File: config.mk
export PLATFORM = sky130hd
export DESIGN_NAME = block_nested_loop_equijoin
export DESIGN_NICKNAME = d
export VERILOG_FILES = /design/src/sv/bnlj_pkg.sv /design/src/sv/bnlj_ctrl.sv /design/src/sv/bnlj_dp.sv /design/src/sv/block_nested_loop_equijoin.sv
export VERILOG_INCLUDE_DIRS = /design/src /design/src/sv
export SDC_FILE = /design/constraint.sdc
export NUM_CORES = 2
export LEC_CHECK = 0
export BUFFER_PORTS_ARGS = -buffer_cell sky130_fd_sc_hd__buf_2
export CAP_MARGIN = 20
export CELL_PAD_IN_SITES_DETAIL_PLACEMENT = 1
export CELL_PAD_IN_SITES_GLOBAL_PLACEMENT = 1
export CORE_ASPECT_RATIO = 1.5
export CORE_MARGIN = 5
export CORE_UTILIZATION = 45
export DETAILED_ROUTE_END_ITERATION = 10
export GPL_TIMING_DRIVEN = 0
export HOLD_SLACK_MARGIN = 0.12
export PLACE_DENSITY = 0.64
export SLEW_MARGIN = 20
export SYNTH_ARGS = -nofsm -noshare
export SYNTH_HDL_FRONTEND = slang
export SYNTH_SLANG_ARGS = --single-unit
File: constraint.sdc
create_clock -name clock -period 9.3 [get_ports clock]
set_input_delay 0 -clock clock [delete_from_list [all_inputs] [get_ports clock]]
set_output_delay 0 -clock clock [all_outputs]
set_load 0.01 [all_outputs]
File: src/sv/block_nested_loop_equijoin_macros.svh
// Assertion macros shared by the join engine.
`ifndef BLOCK_NESTED_LOOP_EQUIJOIN_MACROS_SVH
`define BLOCK_NESTED_LOOP_EQUIJOIN_MACROS_SVH

// The consequent must hold in the same cycle as the antecedent.
`define BNLJ_ASSERT_SAME(label, clk, rst, ante, cons) \
   label: assert property (@(posedge clk) disable iff (rst) (ante) |-> (cons)) \
      else $error("bnlj assertion failed");

// The consequent must hold in the cycle after the antecedent.
`define BNLJ_ASSERT_NEXT(label, clk, rst, ante, cons) \
   label: assert property (@(posedge clk) disable iff (rst) (ante) |=> (cons)) \
      else $error("bnlj assertion failed");

`endif

File: src/sv/bnlj_pkg.sv
package bnlj_pkg;

   localparam logic [1:0] CMD_CLEAR = 2'd0;
   localparam logic [1:0] CMD_LOAD  = 2'd1;
   localparam logic [1:0] CMD_PROBE = 2'd2;

   localparam int RID_W = 31;
   localparam int KEY_W = 32;

   typedef struct packed {
      logic clear;
      logic load;
      logic probe;
      logic read_en;
      logic flush;
   } ctrl_cmd_type;

   typedef struct packed {
      logic empty;
      logic last_read;
   } dp_status_type;

endpackage

File: src/sv/bnlj_ctrl.sv
module bnlj_ctrl (
   input  logic                   clock,
   input  logic                   reset,
   input  logic                   start,
   input  logic [1:0]             req_cmd,
   input  bnlj_pkg::dp_status_type status,
   output logic                   busy,
   output bnlj_pkg::ctrl_cmd_type cmd
);
   import bnlj_pkg::*;

   typedef enum logic [3:0] {
      ST_IDLE  = 4'b0001,
      ST_SCAN  = 4'b0010,
      ST_DRAIN = 4'b0100,
      ST_FLUSH = 4'b1000
   } state_type;

   state_type state_ff;
   state_type state_in;
   logic      accept;

   assign busy   = (state_ff != ST_IDLE);
   assign accept = start && !busy;

   always_comb begin
      state_in    = state_ff;
      cmd         = '0;
      unique case (state_ff)
         ST_IDLE: begin
            if (accept) begin
               cmd.clear = (req_cmd == CMD_CLEAR);
               cmd.load  = (req_cmd == CMD_LOAD);
               if (req_cmd == CMD_PROBE && !status.empty) begin
                  cmd.probe = 1'b1;
                  state_in  = ST_SCAN;
               end
            end
         end
         ST_SCAN: begin
            cmd.read_en = 1'b1;
            if (status.last_read) begin
               state_in = ST_DRAIN;
            end
         end
         ST_DRAIN: begin
            state_in = ST_FLUSH;
         end
         ST_FLUSH: begin
            cmd.flush = 1'b1;
            state_in  = ST_IDLE;
         end
         default: begin
            state_in = ST_IDLE;
         end
      endcase
   end

   always_ff @(posedge clock) begin
      if (reset) begin
         state_ff <= ST_IDLE;
      end else begin
         state_ff <= state_in;
      end
   end

endmodule

File: src/sv/bnlj_dp.sv
module bnlj_dp #(
   parameter int BLOCK_ENTRIES = 64
) (
   input  logic                          clock,
   input  logic                          reset,
   input  bnlj_pkg::ctrl_cmd_type        cmd,
   input  logic [bnlj_pkg::RID_W-1:0]    req_in_rid,
   input  logic signed [bnlj_pkg::KEY_W-1:0] req_in_key,
   output bnlj_pkg::dp_status_type       status,
   output logic                          rsp_strobe,
   output logic [bnlj_pkg::RID_W-1:0]    rsp_match_r_rid,
   output logic [bnlj_pkg::RID_W-1:0]    rsp_match_s_rid,
   output logic                          rsp_last_match
);
   import bnlj_pkg::*;

   localparam int CNT_W  = $clog2(BLOCK_ENTRIES + 1);
   localparam int AW     = (BLOCK_ENTRIES > 1) ? $clog2(BLOCK_ENTRIES) : 1;
   localparam int WORD_W = RID_W + KEY_W;

   logic [WORD_W-1:0] mem [BLOCK_ENTRIES];

   logic [CNT_W-1:0]  count_ff;
   logic [CNT_W-1:0]  count_in;
   logic [CNT_W-1:0]  idx_ff;
   logic [CNT_W-1:0]  idx_in;
   logic [KEY_W-1:0]  probe_key_ff;
   logic [RID_W-1:0]  probe_rid_ff;
   logic [WORD_W-1:0] rd_data_ff;
   logic              rd_valid_ff;
   logic              pend_ff;
   logic              pend_in;
   logic [RID_W-1:0]  pend_rid_ff;
   logic [RID_W-1:0]  pend_rid_in;
   logic              rsp_strobe_ff;
   logic              rsp_strobe_in;
   logic [RID_W-1:0]  rsp_r_rid_ff;
   logic [RID_W-1:0]  rsp_r_rid_in;
   logic [RID_W-1:0]  rsp_s_rid_ff;
   logic              rsp_last_ff;
   logic              rsp_last_in;
   logic              hit;
   logic              can_load;

   assign can_load         = (count_ff < CNT_W'(BLOCK_ENTRIES));
   assign status.empty     = (count_ff == '0);
   assign status.last_read = (idx_ff == count_ff - CNT_W'(1));
   assign hit = rd_valid_ff && (rd_data_ff[KEY_W-1:0] == probe_key_ff);

   always_comb begin
      count_in      = count_ff;
      idx_in        = idx_ff;
      pend_in       = pend_ff;
      pend_rid_in   = pend_rid_ff;
      rsp_strobe_in = 1'b0;
      rsp_r_rid_in  = pend_rid_ff;
      rsp_last_in   = 1'b0;
      if (cmd.clear) begin
         count_in = '0;
      end
      if (cmd.load && can_load) begin
         count_in = count_ff + CNT_W'(1);
      end
      if (cmd.probe) begin
         idx_in  = '0;
         pend_in = 1'b0;
      end
      if (cmd.read_en) begin
         idx_in = idx_ff + CNT_W'(1);
      end
      if (hit) begin
         rsp_strobe_in = pend_ff;
         pend_in       = 1'b1;
         pend_rid_in   = rd_data_ff[WORD_W-1:KEY_W];
      end
      if (cmd.flush) begin
         rsp_strobe_in = pend_ff;
         rsp_last_in   = 1'b1;
         pend_in       = 1'b0;
      end
   end

   always_ff @(posedge clock) begin
      if (cmd.load && can_load) begin
         mem[count_ff[AW-1:0]] <= {req_in_rid, req_in_key};
      end
      if (cmd.read_en) begin
         rd_data_ff <= mem[idx_ff[AW-1:0]];
      end
   end

   always_ff @(posedge clock) begin
      if (reset) begin
         count_ff      <= '0;
         idx_ff        <= '0;
         rd_valid_ff   <= 1'b0;
         pend_ff       <= 1'b0;
         rsp_strobe_ff <= 1'b0;
      end else begin
         count_ff      <= count_in;
         idx_ff        <= idx_in;
         rd_valid_ff   <= cmd.read_en;
         pend_ff       <= pend_in;
         rsp_strobe_ff <= rsp_strobe_in;
      end
   end

   always_ff @(posedge clock) begin
      if (cmd.probe) begin
         probe_key_ff <= req_in_key;
         probe_rid_ff <= req_in_rid;
      end
      pend_rid_ff  <= pend_rid_in;
      rsp_r_rid_ff <= rsp_r_rid_in;
      rsp_s_rid_ff <= probe_rid_ff;
      rsp_last_ff  <= rsp_last_in;
   end

   assign rsp_strobe      = rsp_strobe_ff;
   assign rsp_match_r_rid = rsp_r_rid_ff;
   assign rsp_match_s_rid = rsp_s_rid_ff;
   assign rsp_last_match  = rsp_last_ff;

endmodule

File: src/sv/block_nested_loop_equijoin.sv
// Block nested-loop equi-join engine for one block of relation R.
// An item is taken at a rising edge with start high and busy low. The item
// is a clear (empties the block), a load (appends one R row id and key,
// dropped once BLOCK_ENTRIES tuples are held) or a probe with one S tuple.
// Clear, load and unused command codes leave busy low and give no result.
// A probe on a block of N entries reads the block memory one entry a cycle,
// in load order, through its single registered read port, so busy stays high
// in the scan, drain and flush states; that port sets the read rate.
// Every stored key equal to the probe key gives one result on the rsp_
// ports, shown for exactly one cycle with rsp_strobe high. Results leave
// one match behind the scan, so the last one, marked by rsp_last_match,
// appears in the cycle busy falls. A probe with no match gives none.
// The receiver cannot stall the result channel and must take each result.
// Reset empties the block and returns the engine to idle; the stored
// tuples are not cleared and are never read before they are loaded.
module block_nested_loop_equijoin #(
   parameter int BLOCK_ENTRIES = 64
) (
   input  logic                              clock,
   input  logic                              reset,
   input  logic                              start,
   output logic                              busy,
   input  logic [1:0]                        req_cmd,
   input  logic [bnlj_pkg::RID_W-1:0]        req_in_rid,
   input  logic signed [bnlj_pkg::KEY_W-1:0] req_in_key,
   output logic                              rsp_strobe,
   output logic [bnlj_pkg::RID_W-1:0]        rsp_match_r_rid,
   output logic [bnlj_pkg::RID_W-1:0]        rsp_match_s_rid,
   output logic                              rsp_last_match
);
   import bnlj_pkg::*;

   `include "block_nested_loop_equijoin_macros.svh"

   ctrl_cmd_type  cmd;
   dp_status_type status;
   logic          probe_go;

   assign probe_go = start && !busy && (req_cmd == CMD_PROBE) && !status.empty;

   bnlj_ctrl u_ctrl (
      .clock   (clock),
      .reset   (reset),
      .start   (start),
      .req_cmd (req_cmd),
      .status  (status),
      .busy    (busy),
      .cmd     (cmd)
   );

   bnlj_dp #(
      .BLOCK_ENTRIES (BLOCK_ENTRIES)
   ) u_dp (
      .clock           (clock),
      .reset           (reset),
      .cmd             (cmd),
      .req_in_rid      (req_in_rid),
      .req_in_key      (req_in_key),
      .status          (status),
      .rsp_strobe      (rsp_strobe),
      .rsp_match_r_rid (rsp_match_r_rid),
      .rsp_match_s_rid (rsp_match_s_rid),
      .rsp_last_match  (rsp_last_match)
   );

   `BNLJ_ASSERT_SAME(a_strobe_after_busy, clock, reset, rsp_strobe, $past(busy))
   `BNLJ_ASSERT_SAME(a_last_when_idle, clock, reset, rsp_strobe && rsp_last_match, !busy)
   `BNLJ_ASSERT_NEXT(a_probe_starts_scan, clock, reset, probe_go, busy)

endmodule
==> metrics.txt <==
Clock Pin Slew Worst Setup and Hold Paths 0.07 ns; Leakage Power ~57 nW; max frequency 194.0 MHz; outcome completed; Slew Limit Fails 0; chip height 741.0 µm; final hold slack ~0.13 ns; effective utilization at floorplan 45.15%; antenna-violating nets left 0; Logic pwr share under 10%; number of standard-cell rows in the floorplan around 270; Seq. cell area 127500 µm²; number of enable-type register cells in the synthesized netlist 4189; total placed cells including tap cells 12.07k; share of final-layout standard cells stronger than drive strength 1 slightly below 30%; count of filler cells inserted in the layout 30.22k; simple-gate share of the synthesized area 1.624%; area of the multi-input gates 31570 µm²; ratio of final minimum period to clock period 55.42%; wire length per cell after detailed routing 39.05 µm; required time reported for the critical path endpoint 9.95 ns; NetSw 7.641 mW; number of buffers added by the clock tree synthesis step 395; pre-CTS worst setup slack 4.818 ns; Syn Nets between 7k and 8k; relative max-transition margin around 16%; Setup TNS 0 ns; internal power consumption 30.89 mW; average vias per placed instance 6.244; H-Tree Level Count 5; DRC 0; Seq cells post-synth between 4k and 5k; Post-Route WL 503.8 mm; area of the core ~360000 µm²; first-pass GRT wire length 696.3 mm; power per standard cell area between 200 and 250 nW/µm²; crit path launch type flip-flop; initial antenna violation count 31; area grow syn2layout 17.24%; Die W 497.4 µm; die area 368600 µm²; final worst-path setup slack 4.146 ns; worst min-delay path class in -> reg; Clk network pwr share 44.0%; worst IR drop on VDD between 100 and 150 µV; Syn Area/Cell 23.12 µm²; detailed-placement wirelength estimate approximately 350 mm; maximum number of pins on one net before global-route repair 66; library cells used by synthesis 57; remaining global-route overflow 0; Synth warnings 0; post-synthesis compound-gate area fraction 2.071%; setup-violating endpoint count in the final report 0; Mapped Area 160300 µm²; share of cell area taken by muxes after synthesis roughly 15%; total via count after detailed routing 80.56k; critical path arrival 5.80 ns; dominant combinational cell family by area after synthesis multiplexers; Clock Skews 0.05533 ns; Non-Filler Instances 12.90k; count of mapped cells out of synthesis 6935; TritonCTS clock tree yes; count of cells resized by post-cts repair 0; hold violation total from the final report 0; switching share of power between 10% and 20%; sort of element at the end of the critical path flip-flop; vias in the first global route approximately 84k; number of clock sinks 4273; post-layout minimum cycle time ~5.2 ns; Max Cap Violations 0; DRC violation total after the first TritonRoute iteration 10.07k; Synth Area in Adders less than 1%; highest net fanout along the worst path 15; overall track demand over capacity in global routing 27.10%; Initial DRT Pass Iterations 6; share of synthesized registers carrying an async set or reset 0%; clock tree buffer depth 4; actual transition at the worst max-transition pin approximately 1.2 ns; synthesized-area fraction occupied by xor and xnor cells 0.2185%; Clk Tree Root Cell sky130_fd_sc_hd__clkbuf_16; total number of nets in the final design 7897; I/O Pins 133; clock insertion delay at the later pin of the skew report 0.99 ns; RePlAce Congestion 0.8568; sequential power share 54.9%; number of buffer cells added on primary ports between 100 and 150; sequential cell area fraction in the yosys report 79.51%; Final Total Pwr 38.53 mW; type of the worst setup path reg -> reg; Most used DFF post-synth sky130_fd_sc_hd__edfxtp_1; RSZ-0062 raised after global routing false
## path summary, 6_finish.rpt
check	slack, ns	depth (start not counted)	end	start
max	4.15	9	u_dp.mem[45][32]$_DFFE_PP_	u_ctrl.state_ff[0]$_SDFFE_PP1P_
min	0.13	3	u_dp.mem[43][14]$_DFFE_PP_	req_in_key[14]
max reg2reg	4.15	9	u_dp.mem[45][32]$_DFFE_PP_	u_ctrl.state_ff[0]$_SDFFE_PP1P_
min reg2reg	0.30	0	u_dp.rsp_match_s_rid[11]$_DFF_P_	u_dp.probe_rid_ff[11]$_DFFE_PP_
## cell usage after synthesis (all sizes together) (40+ instances only)
master  instances  share of area [%]
a21oi          40               0.12
mux2           63               0.44
clkbuf        123               0.29
nand2         155               0.36
nand3          85               0.27
mux4          992                 14
mux2i         146               0.91
nand2b         52               0.20
dfxtp          84                1.0
nor2          114               0.27
nor4           57               0.22
o22ai         239               0.93
buf           259               0.95
edfxtp       4189                 78
## cell usage in the layout (no fill, tap or decap), drive strengths merged, types with 16 or more instances in the layout
cell / Yosys / routed
nand2b: 52 / 52
mux4: 992 / 992
nor2b: 16 / 16
bufinv: 0 / 57
dfxtp: 84 / 84
o211ai: 37 / 37
inv: 7 / 17
diode: 0 / 26
dlygate4sd3: 0 / 77
a221oi: 26 / 26
nor4: 57 / 57
clkinvlp: 0 / 22
xor2: 33 / 33
o21ai: 34 / 34
o22ai: 239 / 239
edfxtp: 4189 / 4189
nand2: 155 / 155
a21oi: 40 / 40
nor2: 114 / 114
clkbuf: 123 / 609
mux2: 63 / 63
buf: 259 / 674
clkinv: 1 / 149
a2bb2oi: 37 / 37
mux2i: 146 / 146
nor3: 23 / 23
nand3: 85 / 85
o221ai: 17 / 17
## cell families after synthesis
family	count (synthesis)
flops	4273
mux	1201
simple gates	538
compound gates	489
buf+inv	390
xor+xnor	40
fa+ha+maj	4
## cell type report
| type | count | share of cell area (%) |
|---|---|---|
| buffer | 382 | 1.072 |
| antenna | 26 | 0.03461 |
| clock buffer | 485 | 5.622 |
| multi-input combinational | 2272 | 16.80 |
| timing repair buffer | 493 | 4.013 |
| tap | 4725 | 3.145 |
| inverter | 8 | 0.02263 |
| clock inverter | 237 | 1.476 |
| sequential | 4273 | 67.82 |
## critical path, cell delays in order, from the launching register on
cell and delay [ns]:
sky130_fd_sc_hd__dfxtp_1 0.44, sky130_fd_sc_hd__nor4b_2 0.52, sky130_fd_sc_hd__nand3b_1 0.21, sky130_fd_sc_hd__dlygate4sd3_1 0.64
sky130_fd_sc_hd__nor2b_1 0.47, sky130_fd_sc_hd__nand4_1 0.92, sky130_fd_sc_hd__nor2_4 0.91, sky130_fd_sc_hd__buf_16 0.26
sky130_fd_sc_hd__buf_12 0.18, sky130_fd_sc_hd__buf_16 0.20
## per-stage QoR
stage               utilization (%)  instance area (µm²)
floorplan                         -               160300
global placement              47.00               166900
detailed placement            48.89               173600
CTS                           52.86               187700
global route                  52.91               187900
finish                        52.93               188000
## metal layers
| metal | global-route usage [%] | up-vias | wire (µm) |
|---|---|---|---|
| met3 | 5.187 | 990 | 38590 |
| met1 | 32.48 | 43940 | 174700 |
| met2 | 46.27 | 4260 | 256000 |
| met4 | 15.18 | 6 | 34550 |
| met5 | 0 | - | 41 |
| li1 | - | 31360 | - |
## timing repair
action	CTS	global route
hold endpoints to repair	4150	35
buffers inserted	0	0
hold buffers	75	2
## registers in the layout, indices dropped and copies added (netlist names)
name                  cells
u_dp.idx_ff               7
u_dp.probe_rid_ff        31
u_dp.rd_valid_ff          1
u_dp.pend_ff              1
u_dp.rsp_match_r_rid     31
u_dp.count_ff             7
u_dp.rsp_last_match       1
u_ctrl.state_ff           4
u_dp.mem               4032
u_dp.pend_rid_ff         31
u_dp.probe_key_ff        32
u_dp.rsp_match_s_rid     31
u_dp.rsp_strobe           1
u_dp.rd_data_ff          63
## power groups by stage
stage	Clock, mW	Sequential, mW	Combinational (mW)
after global routing	18.0	21.1	0.447
after detailed placement	0	21.6	0.394
after floorplan	0	21.6	0.0360
after CTS	17.2	21.1	0.417
final	17.0	21.1	0.426
after global placement	0	21.6	0.344
Power figures use the tool's default switching activity.
